[config.mk]
export PLATFORM = sky130hd
export DESIGN_NAME = bumper_escape_sequencer_flat
export DESIGN_NICKNAME = d
export VERILOG_FILES = /design/src/sv/bes_pkg.sv /design/src/sv/bes_if.sv /design/src/sv/bumper_escape_sequencer.sv /design/src/sv/bes_div.sv /design/src/flat_wrapper.sv
export VERILOG_INCLUDE_DIRS = /design/src /design/src/sv
export SDC_FILE = /design/constraint.sdc
export NUM_CORES = 2
export LEC_CHECK = 0
export BUFFER_PORTS_ARGS = -buffer_cell sky130_fd_sc_hd__buf_2
export CAP_MARGIN = 5
export CORE_MARGIN = 3
export CORE_UTILIZATION = 64
export CTS_CLUSTER_DIAMETER = 80
export DETAILED_ROUTE_END_ITERATION = 6
export GPL_TIMING_DRIVEN = 0
export PLACE_DENSITY = 0.82
export SLEW_MARGIN = 30
export SYNTH_ARGS = -nofsm -noshare
export SYNTH_HDL_FRONTEND = slang
export SYNTH_SLANG_ARGS = --single-unit
[constraint.sdc]
create_clock -name clk -period 15.4 [get_ports clk]
set_clock_uncertainty 0.05 [all_clocks]
set_input_delay 3.08 -clock clk [delete_from_list [all_inputs] [get_ports clk]]
set_output_delay 3.08 -clock clk [all_outputs]
set_load 0.05 [all_outputs]
[src/sv/bumper_escape_sequencer_assert.svh]
// Assertion macros shared by the bumper escape sequencer modules.
// Needs signals clk and rst_n in the scope where a macro is used.
`ifndef BUMPER_ESCAPE_SEQUENCER_ASSERT_SVH
`define BUMPER_ESCAPE_SEQUENCER_ASSERT_SVH

// Same-cycle implication, skipped while reset is held
`define BES_ASSERT_IMP(label, ante, cons, msg) \
  label: assert property (@(posedge clk) disable iff (!rst_n) (ante) |-> (cons)) \
    else $error(msg);

// Next-cycle implication, skipped while reset is held
`define BES_ASSERT_NXT(label, ante, cons, msg) \
  label: assert property (@(posedge clk) disable iff (!rst_n) (ante) |=> (cons)) \
    else $error(msg);

`endif

[src/sv/bes_pkg.sv]
// Types and constants of the bumper escape sequencer.
// No dependencies; used by the interfaces, the divider and the top level.
package bes_pkg;

  localparam int DIR_W   = 3;
  localparam int VEL_W   = 16;
  localparam int CFG_IDX_W  = 3;
  localparam int CFG_DATA_W = 16;
  localparam int QUO_W   = 15;

  // Bump direction codes
  typedef logic [DIR_W-1:0] dir_t;
  localparam dir_t DIR_NONE        = 3'd0;
  localparam dir_t DIR_FRONT       = 3'd1;
  localparam dir_t DIR_FRONT_LEFT  = 3'd2;
  localparam dir_t DIR_FRONT_RIGHT = 3'd3;
  localparam dir_t DIR_REAR        = 3'd4;
  localparam dir_t DIR_REAR_LEFT   = 3'd5;
  localparam dir_t DIR_REAR_RIGHT  = 3'd6;
  localparam dir_t DIR_SPARE       = 3'd7;

  // Configuration register indexes
  typedef enum logic [CFG_IDX_W-1:0] {
    CFG_BACKUP_TICKS,
    CFG_TURN_TICKS,
    CFG_ESC_SPEED,
    CFG_TURN_GAIN,
    CFG_CENTER_WEIGHT,
    CFG_SIDE_WEIGHT,
    CFG_DRAIN,
    CFG_FIRST_MULT
  } cfg_idx_t;

  // Register reset values
  localparam logic [7:0]  RST_BACKUP_TICKS  = 8'd5;
  localparam logic [7:0]  RST_TURN_TICKS    = 8'd10;
  localparam logic [14:0] RST_ESC_SPEED     = 15'd100;
  localparam logic [15:0] RST_TURN_GAIN     = 16'd1000;
  localparam logic [15:0] RST_CENTER_WEIGHT = 16'd20000;
  localparam logic [15:0] RST_SIDE_WEIGHT   = 16'd10000;
  localparam logic [15:0] RST_DRAIN         = 16'd320;
  localparam logic [3:0]  RST_FIRST_MULT    = 4'd4;

  localparam logic [QUO_W-1:0] TURN_MAX = '1;

  // Sequencer states
  typedef enum logic [1:0] {
    ST_IDLE,
    ST_DIV,
    ST_EMIT
  } seq_state_t;

  // Divider states
  typedef enum logic [1:0] {
    DV_IDLE,
    DV_MUL,
    DV_CHK,
    DV_STEP
  } div_state_t;

  // Divider status towards the sequencer
  typedef struct packed {
    logic busy;
    logic done;
  } div_stat_t;

endpackage

[src/sv/bes_if.sv]
// Channel interfaces of the bumper escape sequencer: input, result, config.
// Depends on bes_pkg for field widths.
interface bes_in_if;
  import bes_pkg::*;
  logic                    valid;
  logic                    ready;
  logic [DIR_W-1:0]        bump_dir;
  logic                    random_bit;
  logic signed [VEL_W-1:0] wander_linear;
  logic signed [VEL_W-1:0] wander_angular;

  modport source (output valid, bump_dir, random_bit, wander_linear, wander_angular,
                  input ready);
  modport sink (input valid, bump_dir, random_bit, wander_linear, wander_angular,
                output ready);
endinterface

interface bes_out_if;
  import bes_pkg::*;
  logic                    valid;
  logic                    ready;
  logic signed [VEL_W-1:0] linear_out;
  logic signed [VEL_W-1:0] angular_out;
  logic                    escaping;

  modport source (output valid, linear_out, angular_out, escaping, input ready);
  modport sink (input valid, linear_out, angular_out, escaping, output ready);
endinterface

interface bes_cfg_if;
  import bes_pkg::*;
  logic                  valid;
  logic                  ready;
  logic [CFG_IDX_W-1:0]  index;
  logic [CFG_DATA_W-1:0] data;

  modport source (output valid, index, data, input ready);
  modport sink (input valid, index, data, output ready);
endinterface

[src/sv/bumper_escape_sequencer.sv]
// Bumper escape sequencer: each tick's result is registered, then loaded into the output stage.
// A tick that ends a backing phase first waits for the turn-rate unit (multiply, check,
// 15 divide steps), which stops early when the turn rate saturates. A new tick is taken
// only after the previous result has gone to the output stage. Synchronous active-low reset
// restores register defaults, clears all escape state, the bucket and the output valid flag.
// Depends on bes_pkg, bes_if, bes_div and bumper_escape_sequencer_assert.svh.
`include "bumper_escape_sequencer_assert.svh"

module bumper_escape_sequencer #(
  parameter int BUCKET_BITS = 20
) (
  input  logic      clk,
  input  logic      rst_n,
  bes_in_if.sink    in_ch,
  bes_out_if.source out_ch,
  bes_cfg_if.sink   cfg_ch
);
  import bes_pkg::*;

  localparam int SUM_W = ((BUCKET_BITS > 20) ? BUCKET_BITS : 20) + 1;

  // Configuration registers
  logic [7:0]  backup_ticks_r;
  logic [7:0]  turn_ticks_r;
  logic [14:0] esc_speed_r;
  logic [15:0] turn_gain_r;
  logic [15:0] center_weight_r;
  logic [15:0] side_weight_r;
  logic [15:0] drain_r;
  logic [3:0]  first_mult_r;

  // Escape state
  dir_t                   prev_dir_r, prev_dir_nxt;
  logic [7:0]             backup_r, backup_nxt;
  logic [7:0]             turn_r, turn_nxt;
  logic [QUO_W-1:0]       turn_rate_r;
  logic [BUCKET_BITS-1:0] bucket_r, bucket_nxt;
  logic [BUCKET_BITS-1:0] resp_r, resp_nxt;
  logic                   hif_r, hif_nxt;
  logic                   ttl_r, ttl_nxt;

  // Sequencer and result stage
  seq_state_t         state_r, state_nxt;
  logic [VEL_W-1:0]   res_lin_r, res_lin_nxt;
  logic [VEL_W-1:0]   res_ang_r, res_ang_nxt;
  logic               res_esc_r, res_esc_nxt;
  logic               out_valid_r;
  logic [VEL_W-1:0]   out_lin_r;
  logic [VEL_W-1:0]   out_ang_r;
  logic               out_esc_r;

  logic               in_xfer;
  logic               load_out;
  logic               start_div;
  div_stat_t          div_stat;
  logic [QUO_W-1:0]   div_quo;

  // Configuration: always ready, one register per transfer
  assign cfg_ch.ready = 1'b1;

  always_ff @(posedge clk) begin
    if (!rst_n) begin
      backup_ticks_r  <= RST_BACKUP_TICKS;
      turn_ticks_r    <= RST_TURN_TICKS;
      esc_speed_r     <= RST_ESC_SPEED;
      turn_gain_r     <= RST_TURN_GAIN;
      center_weight_r <= RST_CENTER_WEIGHT;
      side_weight_r   <= RST_SIDE_WEIGHT;
      drain_r         <= RST_DRAIN;
      first_mult_r    <= RST_FIRST_MULT;
    end else if (cfg_ch.valid) begin
      unique case (cfg_idx_t'(cfg_ch.index))
        CFG_BACKUP_TICKS:  backup_ticks_r  <= cfg_ch.data[7:0];
        CFG_TURN_TICKS:    turn_ticks_r    <= cfg_ch.data[7:0];
        CFG_ESC_SPEED:     esc_speed_r     <= cfg_ch.data[14:0];
        CFG_TURN_GAIN:     turn_gain_r     <= cfg_ch.data;
        CFG_CENTER_WEIGHT: center_weight_r <= cfg_ch.data;
        CFG_SIDE_WEIGHT:   side_weight_r   <= cfg_ch.data;
        CFG_DRAIN:         drain_r         <= cfg_ch.data;
        CFG_FIRST_MULT:    first_mult_r    <= cfg_ch.data[3:0];
        default: ;
      endcase
    end
  end

  // Tick update: bump detection, bucket feed, phase counters, drain
  always_comb begin
    dir_t                   dir;
    logic                   fresh_hit;
    logic                   centre;
    logic                   is_left;
    logic                   known_dir;
    logic [15:0]            weight;
    logic [19:0]            first_w;
    logic [SUM_W-1:0]       sum;
    logic [BUCKET_BITS-1:0] sat;
    logic [BUCKET_BITS-1:0] bucket_mid;
    logic [VEL_W-1:0]       lin_mag;
    logic [VEL_W-1:0]       lin_esc;
    logic [VEL_W-1:0]       rate_mag;

    dir       = in_ch.bump_dir;
    fresh_hit = (dir != DIR_NONE) && (dir != prev_dir_r);
    centre    = (dir == DIR_FRONT) || (dir == DIR_REAR);
    is_left   = (dir == DIR_FRONT_LEFT) || (dir == DIR_REAR_LEFT);
    known_dir = (dir != DIR_NONE) && (dir != DIR_SPARE);
    weight    = centre ? center_weight_r : side_weight_r;
    first_w   = 20'(first_mult_r) * 20'(weight);

    if (bucket_r == '0) begin
      sum = SUM_W'(first_w);
    end else begin
      sum = SUM_W'(bucket_r) + SUM_W'(weight);
    end
    sat = (sum[SUM_W-1:BUCKET_BITS] != '0) ? '1 : sum[BUCKET_BITS-1:0];

    prev_dir_nxt = dir;
    backup_nxt   = backup_r;
    turn_nxt     = turn_r;
    bucket_mid   = bucket_r;
    resp_nxt     = resp_r;
    hif_nxt      = hif_r;
    ttl_nxt      = ttl_r;
    start_div    = 1'b0;

    // Start an escape on a new bump
    if (fresh_hit) begin
      backup_nxt = backup_ticks_r;
      if (known_dir) begin
        hif_nxt = (dir < DIR_REAR);
        if (bucket_r == '0) begin
          ttl_nxt  = centre ? in_ch.random_bit : is_left;
          resp_nxt = sat;
        end else begin
          resp_nxt = bucket_r;
        end
        bucket_mid = sat;
      end
    end

    lin_mag  = {1'b0, esc_speed_r};
    lin_esc  = hif_nxt ? (VEL_W'(0) - lin_mag) : lin_mag;
    rate_mag = {1'b0, turn_rate_r};

    // Backing phase first, then turning phase, else pass the wander command
    res_esc_nxt = 1'b0;
    res_lin_nxt = in_ch.wander_linear;
    res_ang_nxt = in_ch.wander_angular;
    if (backup_nxt != '0) begin
      res_esc_nxt = 1'b1;
      res_lin_nxt = lin_esc;
      res_ang_nxt = '0;
      backup_nxt  = backup_nxt - 8'd1;
      if (backup_nxt == '0) begin
        turn_nxt  = turn_ticks_r;
        start_div = 1'b1;
      end
    end else if (turn_r != '0) begin
      res_esc_nxt = 1'b1;
      res_lin_nxt = lin_esc;
      res_ang_nxt = ttl_nxt ? (VEL_W'(0) - rate_mag) : rate_mag;
      turn_nxt    = turn_r - 8'd1;
    end

    // Leak the bucket, floored at zero
    if (bucket_mid > BUCKET_BITS'(drain_r)) begin
      bucket_nxt = bucket_mid - BUCKET_BITS'(drain_r);
    end else begin
      bucket_nxt = '0;
    end
  end

  assign in_xfer = in_ch.valid && in_ch.ready;

  // Sequencer state register
  always_ff @(posedge clk) begin
    if (!rst_n) begin
      state_r <= ST_IDLE;
    end else begin
      state_r <= state_nxt;
    end
  end

  // Sequencer next state and handshake
  always_comb begin
    state_nxt   = state_r;
    in_ch.ready = 1'b0;
    load_out    = 1'b0;
    unique case (state_r)
      ST_IDLE: begin
        in_ch.ready = 1'b1;
        if (in_ch.valid) begin
          state_nxt = start_div ? ST_DIV : ST_EMIT;
        end
      end
      ST_DIV: begin
        if (div_stat.done) begin
          state_nxt = ST_EMIT;
        end
      end
      ST_EMIT: begin
        if (!out_valid_r || out_ch.ready) begin
          load_out  = 1'b1;
          state_nxt = ST_IDLE;
        end
      end
      default: state_nxt = ST_IDLE;
    endcase
  end

  // Escape state: advance on each input transfer; the turn rate loads when the divider is done
  always_ff @(posedge clk) begin
    if (!rst_n) begin
      prev_dir_r  <= DIR_NONE;
      backup_r    <= '0;
      turn_r      <= '0;
      turn_rate_r <= '0;
      bucket_r    <= '0;
      resp_r      <= '0;
      hif_r       <= 1'b0;
      ttl_r       <= 1'b0;
    end else begin
      if (in_xfer) begin
        prev_dir_r <= prev_dir_nxt;
        backup_r   <= backup_nxt;
        turn_r     <= turn_nxt;
        bucket_r   <= bucket_nxt;
        resp_r     <= resp_nxt;
        hif_r      <= hif_nxt;
        ttl_r      <= ttl_nxt;
      end
      if (div_stat.done) begin
        turn_rate_r <= div_quo;
      end
    end
  end

  // Hold the tick result until the output stage is free
  always_ff @(posedge clk) begin
    if (in_xfer) begin
      res_lin_r <= res_lin_nxt;
      res_ang_r <= res_ang_nxt;
      res_esc_r <= res_esc_nxt;
    end
    if (load_out) begin
      out_lin_r <= res_lin_r;
      out_ang_r <= res_ang_r;
      out_esc_r <= res_esc_r;
    end
  end

  // Output valid: set on load, drop on transfer
  always_ff @(posedge clk) begin
    if (!rst_n) begin
      out_valid_r <= 1'b0;
    end else if (load_out) begin
      out_valid_r <= 1'b1;
    end else if (out_ch.ready) begin
      out_valid_r <= 1'b0;
    end
  end

  assign out_ch.valid       = out_valid_r;
  assign out_ch.linear_out  = out_lin_r;
  assign out_ch.angular_out = out_ang_r;
  assign out_ch.escaping    = out_esc_r;

  // Turn-rate unit
  bes_div #(
    .BUCKET_BITS(BUCKET_BITS)
  ) u_div (
    .clk     (clk),
    .rst_n   (rst_n),
    .start   (in_xfer && start_div),
    .mul_a   (turn_gain_r),
    .mul_b   (resp_nxt),
    .divisor (center_weight_r),
    .stat    (div_stat),
    .quo     (div_quo)
  );

  `BES_ASSERT_IMP(a_done_in_div, div_stat.done, state_r == ST_DIV,
                  "turn rate finished outside the divide wait")
  `BES_ASSERT_IMP(a_idle_div_free, state_r == ST_IDLE, !div_stat.busy,
                  "divider busy while sequencer idle")
  `BES_ASSERT_NXT(a_emit_loads, (state_r == ST_EMIT) && !out_valid_r, out_valid_r,
                  "free output stage not loaded")

endmodule

[src/sv/bes_div.sv]
// Shared multiply and restoring-divide unit for the escape turn rate.
// Depends on bes_pkg and bumper_escape_sequencer_assert.svh.
`include "bumper_escape_sequencer_assert.svh"

module bes_div #(
  parameter int BUCKET_BITS = 20
) (
  input  logic                         clk,
  input  logic                         rst_n,
  input  logic                         start,
  input  logic [15:0]                  mul_a,
  input  logic [BUCKET_BITS-1:0]       mul_b,
  input  logic [15:0]                  divisor,
  output bes_pkg::div_stat_t           stat,
  output logic [bes_pkg::QUO_W-1:0]    quo
);
  import bes_pkg::*;

  localparam int PW = 16 + BUCKET_BITS;
  localparam int HW = PW - QUO_W;

  div_state_t state_r, state_nxt;
  logic       done_r, done_nxt;

  logic [15:0]            a_r;
  logic [BUCKET_BITS-1:0] b_r;
  logic [15:0]            cw_r;
  logic [PW-1:0]          prod_r;
  logic [QUO_W-1:0]       low_r;
  logic [15:0]            rem_r;
  logic [QUO_W-1:0]       quo_r;
  logic [3:0]             cnt_r;

  logic        ovf;
  logic [16:0] trial;
  logic        ge;

  // Overflow: quotient would exceed the turn limit (also covers a zero divisor)
  assign ovf   = prod_r[PW-1:QUO_W] >= HW'(cw_r);
  assign trial = {rem_r, low_r[QUO_W-1]};
  assign ge    = trial >= {1'b0, cw_r};

  // Hold control state
  always_ff @(posedge clk) begin
    if (!rst_n) begin
      state_r <= DV_IDLE;
      done_r  <= 1'b0;
    end else begin
      state_r <= state_nxt;
      done_r  <= done_nxt;
    end
  end

  // Next state
  always_comb begin
    state_nxt = state_r;
    done_nxt  = 1'b0;
    unique case (state_r)
      DV_IDLE: begin
        if (start) begin
          state_nxt = DV_MUL;
        end
      end
      DV_MUL: begin
        state_nxt = DV_CHK;
      end
      DV_CHK: begin
        if (ovf) begin
          state_nxt = DV_IDLE;
          done_nxt  = 1'b1;
        end else begin
          state_nxt = DV_STEP;
        end
      end
      DV_STEP: begin
        if (cnt_r == '0) begin
          state_nxt = DV_IDLE;
          done_nxt  = 1'b1;
        end
      end
      default: state_nxt = DV_IDLE;
    endcase
  end

  // Datapath: capture operands, multiply once, then one quotient bit a cycle
  always_ff @(posedge clk) begin
    if (state_r == DV_IDLE && start) begin
      a_r  <= mul_a;
      b_r  <= mul_b;
      cw_r <= divisor;
    end
    if (state_r == DV_MUL) begin
      prod_r <= PW'(a_r) * PW'(b_r);
    end
    if (state_r == DV_CHK) begin
      low_r <= prod_r[QUO_W-1:0];
      rem_r <= prod_r[QUO_W +: 16];
      cnt_r <= 4'(QUO_W - 1);
      if (ovf) begin
        quo_r <= TURN_MAX;
      end
    end
    if (state_r == DV_STEP) begin
      low_r <= {low_r[QUO_W-2:0], 1'b0};
      rem_r <= ge ? 16'(trial - {1'b0, cw_r}) : trial[15:0];
      quo_r <= {quo_r[QUO_W-2:0], ge};
      cnt_r <= cnt_r - 4'd1;
    end
  end

  assign stat.busy = (state_r != DV_IDLE);
  assign stat.done = done_r;
  assign quo       = quo_r;

  `BES_ASSERT_NXT(a_div_start, (state_r == DV_IDLE) && start, state_r == DV_MUL,
                  "divider did not start on request")
  `BES_ASSERT_IMP(a_div_rem, state_r == DV_STEP, rem_r < cw_r,
                  "partial remainder not below divisor")
  `BES_ASSERT_IMP(a_div_done, done_r, state_r == DV_IDLE,
                  "divider done while still busy")

endmodule
[src/flat_wrapper.sv]
// flat-port wrapper written by rule: the top's interface ports become plain ports
module bumper_escape_sequencer_flat import bes_pkg::*;
#(
  parameter int BUCKET_BITS = 20
)
  (clk, rst_n, in_ch_valid, in_ch_bump_dir, in_ch_random_bit, in_ch_wander_linear, in_ch_wander_angular, in_ch_ready, out_ch_valid, out_ch_linear_out, out_ch_angular_out, out_ch_escaping, out_ch_ready, cfg_ch_valid, cfg_ch_index, cfg_ch_data, cfg_ch_ready);
  bes_in_if in_ch_i ();
  bes_out_if out_ch_i ();
  bes_cfg_if cfg_ch_i ();
  input  logic clk;
  input  logic rst_n;
  input wire logic [$bits(in_ch_i.valid)-1:0] in_ch_valid;
  input wire logic [$bits(in_ch_i.bump_dir)-1:0] in_ch_bump_dir;
  input wire logic [$bits(in_ch_i.random_bit)-1:0] in_ch_random_bit;
  input wire logic [$bits(in_ch_i.wander_linear)-1:0] in_ch_wander_linear;
  input wire logic [$bits(in_ch_i.wander_angular)-1:0] in_ch_wander_angular;
  output wire logic [$bits(in_ch_i.ready)-1:0] in_ch_ready;
  output wire logic [$bits(out_ch_i.valid)-1:0] out_ch_valid;
  output wire logic [$bits(out_ch_i.linear_out)-1:0] out_ch_linear_out;
  output wire logic [$bits(out_ch_i.angular_out)-1:0] out_ch_angular_out;
  output wire logic [$bits(out_ch_i.escaping)-1:0] out_ch_escaping;
  input wire logic [$bits(out_ch_i.ready)-1:0] out_ch_ready;
  input wire logic [$bits(cfg_ch_i.valid)-1:0] cfg_ch_valid;
  input wire logic [$bits(cfg_ch_i.index)-1:0] cfg_ch_index;
  input wire logic [$bits(cfg_ch_i.data)-1:0] cfg_ch_data;
  output wire logic [$bits(cfg_ch_i.ready)-1:0] cfg_ch_ready;
  assign in_ch_i.valid = in_ch_valid;
  assign in_ch_i.bump_dir = in_ch_bump_dir;
  assign in_ch_i.random_bit = in_ch_random_bit;
  assign in_ch_i.wander_linear = in_ch_wander_linear;
  assign in_ch_i.wander_angular = in_ch_wander_angular;
  assign in_ch_ready = in_ch_i.ready;
  assign out_ch_valid = out_ch_i.valid;
  assign out_ch_linear_out = out_ch_i.linear_out;
  assign out_ch_angular_out = out_ch_i.angular_out;
  assign out_ch_escaping = out_ch_i.escaping;
  assign out_ch_i.ready = out_ch_ready;
  assign cfg_ch_i.valid = cfg_ch_valid;
  assign cfg_ch_i.index = cfg_ch_index;
  assign cfg_ch_i.data = cfg_ch_data;
  assign cfg_ch_ready = cfg_ch_i.ready;
  bumper_escape_sequencer #(.BUCKET_BITS(BUCKET_BITS)) u_core (.clk(clk), .rst_n(rst_n), .in_ch(in_ch_i), .out_ch(out_ch_i), .cfg_ch(cfg_ch_i));
endmodule
==> results.md <==
- Crit path DAT: approximately 12,000 ps
- Mapped Area: ~31,000 um2
- Skew-Pair Late Insertion Delay: 590 ps
- Die width: approximately 230 um
- Worst path bufs/invs: 6
- Synth Net Count: 3,946
- TritonCTS clock tree: yes
- First-pass GRT wire length: approximately 140 mm
- Share of layout cells above drive strength 1: about 5.9%
- Vias in the first global route: roughly 26k
- Slew @ Worst Pin: a little over 900 ps
- CTS HTree Levels: 2
- Core ar.: 47,000 um2
- Status: complete, no violations
- Critical-path top delay cell: a2111oi_0
- Yosys warns: 0
- Synth Area per Inst: around 9 um2
- P_leak: ~14 nW
- CP max FO: 10
- Post-synth ARST share: 0%
- Hold_ws: roughly 370 ps
- Worst reg-to-reg setup slack: between 7000 and 8000 ps
- Design area: roughly 34,000 um2
- Setup-failing EPs final: 0
- Peak VDD IR: 256 uV
- Clk slew on worst S/H paths: roughly 70 ps
- Final Hold Fails: 0
- Initial Util: between 60% and 70%
- Gr usage total: around a third
- Top cells by area, synth: edfxtp_1, fa_1, dfxtp_1
- CP most frequent cell: a21oi_1
- DP Worst Slack: 3770 ps
- Num CTS Buffers: 40
- Distinct cells, synth: 75
- Port bufs: 86
- Power Dens Cells: about 190 nW/um2
- Unrepaired setup endpoints after global routing: no
- Max-Cap Viols: 0
- Maximum achievable frequency: just under 0.09 GHz
- Synthesized instance count: about 3.4k
- Worst hold path type: reg2reg
- Cts repair resizes: 0
- Synth-to-Final Area Change: 9.25%
- Final worst setup slack: roughly 4200 ps
- Flops & latches, synth: between 300 and 400
- Sequential area share after synthesis: a little under a third
- CTS Hold Bufs: 0
- Synth area leader: edfxtp_1
- HPWL Detailed: around 67 mm
- Routed len/inst: about 21 um
- # rows: 79
- RePlAce Congestion: 0.983
- TNS Setup: 0 ps
- Worst endpoint required time: 15,810 ps
- DRT antenna net count: 0
- Crit end category: flop
- Max transition margin: about 39%
- DIE HEIGHT: between 200 and 250 um
- Dpl cell area: 32,100 um2
- Nets: 4,086
- Ports: 96
- Max Root-Sink Buffers: 3
- Setup bufs post-CTS: 0
- Initial antenna violation count: 2
- Largest net degree at the start of global routing: 43
- Final worst-path cycle share: approximately three quarters
- Slowest stage delay, CP: approximately 660 ps
- Pre-Repair DR Iteration Count: 6
- Max-slew violation total from the final report: 0
- Vias: about 25k
- DRC: 0
- Crit path kind: in2reg
- Post-synth EDFFs: 203
- CTS Root Cell: clkbuf_16
- Post-Route WL: 87.0 mm
- Number of DRC markers in iteration 0: about 2.5k
- CTS Sinks: 385
- Tmin final: between 10,000 and 15,000 ps
- Fillers: approximately 3.5k
- Gr ovfl total: 0
- Main flop type after synthesis: edfxtp_1
- Worst path top cell family by delay: compound AO/OA/AOI/OAI gates
- Die footprint: 50,700 um2
- Worst setup SP type: primary input
- Top-area cell type share of the netlist area: about a fifth
- Via density: between 6 and 7
[power breakdown]
part	switching (mW)	leakage, nW	internal (mW)
Clock	0.425	0.727	0.666
Combinational	2.44	10.2	1.48
Sequential	0.0962	3.39	1.34
Total	2.96	14.4	3.48
[per-layer routing]
layer / global-route usage, % / vias to the layer above / wire, um
li1: - / 11500 / -
met1: 42.9 / 12300 / 33000
met2: 57.8 / 1207 / 41600
met3: 5.24 / 292 / 7090
met4: 18.5 / 0 / 5310
met5: 0 / - / 0
[path summary, 6_finish.rpt]
path,depth (start not counted),end,startpoint
setup / recovery,33,u_core.bucket_r[14]$_SDFFE_PN0P_,in_ch_bump_dir[2]
hold / removal,0,u_core.out_ch.linear_out[14]$_DFFE_PP_,u_core.res_lin_r[14]$_DFFE_PP_
setup reg to reg,27,u_core.bucket_r[14]$_SDFFE_PN0P_,u_core.first_mult_r[3]$_SDFFE_PN0P_
hold reg to reg,0,u_core.out_ch.linear_out[14]$_DFFE_PP_,u_core.res_lin_r[14]$_DFFE_PP_
[flip-flops by register name (all words and copies together) (netlist names), 15 cells and up]
signal and count:
u_core.bucket_r 20, u_core.center_weight_r 16, u_core.drain_r 16, u_core.esc_speed_r 15, u_core.out_ch.angular_out 16, u_core.out_ch.linear_out 16, u_core.res_ang_r 16, u_core.res_lin_r 16
u_core.resp_r 20, u_core.side_weight_r 16, u_core.turn_gain_r 16, u_core.turn_rate_r 15, u_core.u_div.a_r 16, u_core.u_div.b_r 20, u_core.u_div.cw_r 16, u_core.u_div.low_r 15
u_core.u_div.prod_r 36, u_core.u_div.quo 15, u_core.u_div.rem_r 16
[area by class of cell]
cell class | instances | area (um2) | share of cell area (%)
well taps | 607 | 759 | 2.26
diodes | 2 | 5.00 | 0.0149
flip-flops and latches | 385 | 9740 | 29.0
multi-input cells | 2467 | 18900 | 56.4
repair buffers | 98 | 551 | 1.64
clock buffers | 56 | 1160 | 3.46
clock inverters | 18 | 333 | 0.992
plain buffers | 157 | 607 | 1.81
inverters | 394 | 1480 | 4.41
[worst reg2reg max path: cells and delay by family (launching register included)]
family,cells,cell delay [ps]
XOR/XNOR,1,220
adder cells (fa/ha/maj),4,1890
flip-flops,1,540
AND/OR/NAND/NOR,6,1070
buffers and inverters,3,750
AO/OA/AOI/OAI,13,3020
[cells in the final DEF, fill, tap and decap left out, types with 20 or more instances in the layout]
| master | Yosys | routed |
|---|---|---|
| and2_1 | 146 | 146 |
| nand3_1 | 65 | 65 |
| xnor2_1 | 69 | 69 |
| inv_1 | 394 | 394 |
| mux2_2 | 20 | 20 |
| nand2_1 | 608 | 608 |
| a31oi_1 | 20 | 20 |
| nor2_1 | 203 | 202 |
| or3_1 | 21 | 21 |
| nor2b_1 | 40 | 39 |
| ha_1 | 202 | 202 |
| clkbuf_1 | 143 | 148 |
| buf_2 | 4 | 99 |
| xor2_1 | 45 | 45 |
| nor3_1 | 44 | 43 |
| fa_1 | 281 | 281 |
| a211oi_1 | 27 | 27 |
| a21o_1 | 43 | 43 |
| o21ai_0 | 108 | 108 |
| a21oi_1 | 254 | 254 |
| mux2i_1 | 50 | 50 |
| nand2b_1 | 33 | 33 |
| o21a_1 | 24 | 24 |
| dfxtp_1 | 182 | 182 |
| edfxtp_1 | 203 | 203 |
| clkbuf_16 | 0 | 41 |
[cell usage after synthesis (69+ instances only)]
cell and number:
edfxtp_1 203, fa_1 281, a21oi_1 254, inv_1 394, clkbuf_1 143, xnor2_1 69, o21ai_0 108, dfxtp_1 182
nand2_1 608, and2_1 146, nor2_1 203, ha_1 202
[through the flow]
step	total power, mW	std cells	util, %
CTS	6.41	4182	71.5
detailed placement	5.31	4108	68.3
global placement	5.16	4096	68.0
global route	6.86	4183	71.5
floorplan	4.07	3403	-
finish	6.45	4184	71.5
[logic make-up after synthesis]
logic type                 share of synthesized area [%]
AOI/OAI and AO/OA                                   11.4
xor gates and xnor gates                            3.25
adders and majority gates                           26.5
buffers and inverters                               6.77
DFF                                                 31.7
muxes                                               2.36
other                                             0.0122
and+or+nand+nor                                     17.9
(Power assumes the default switching activity.)
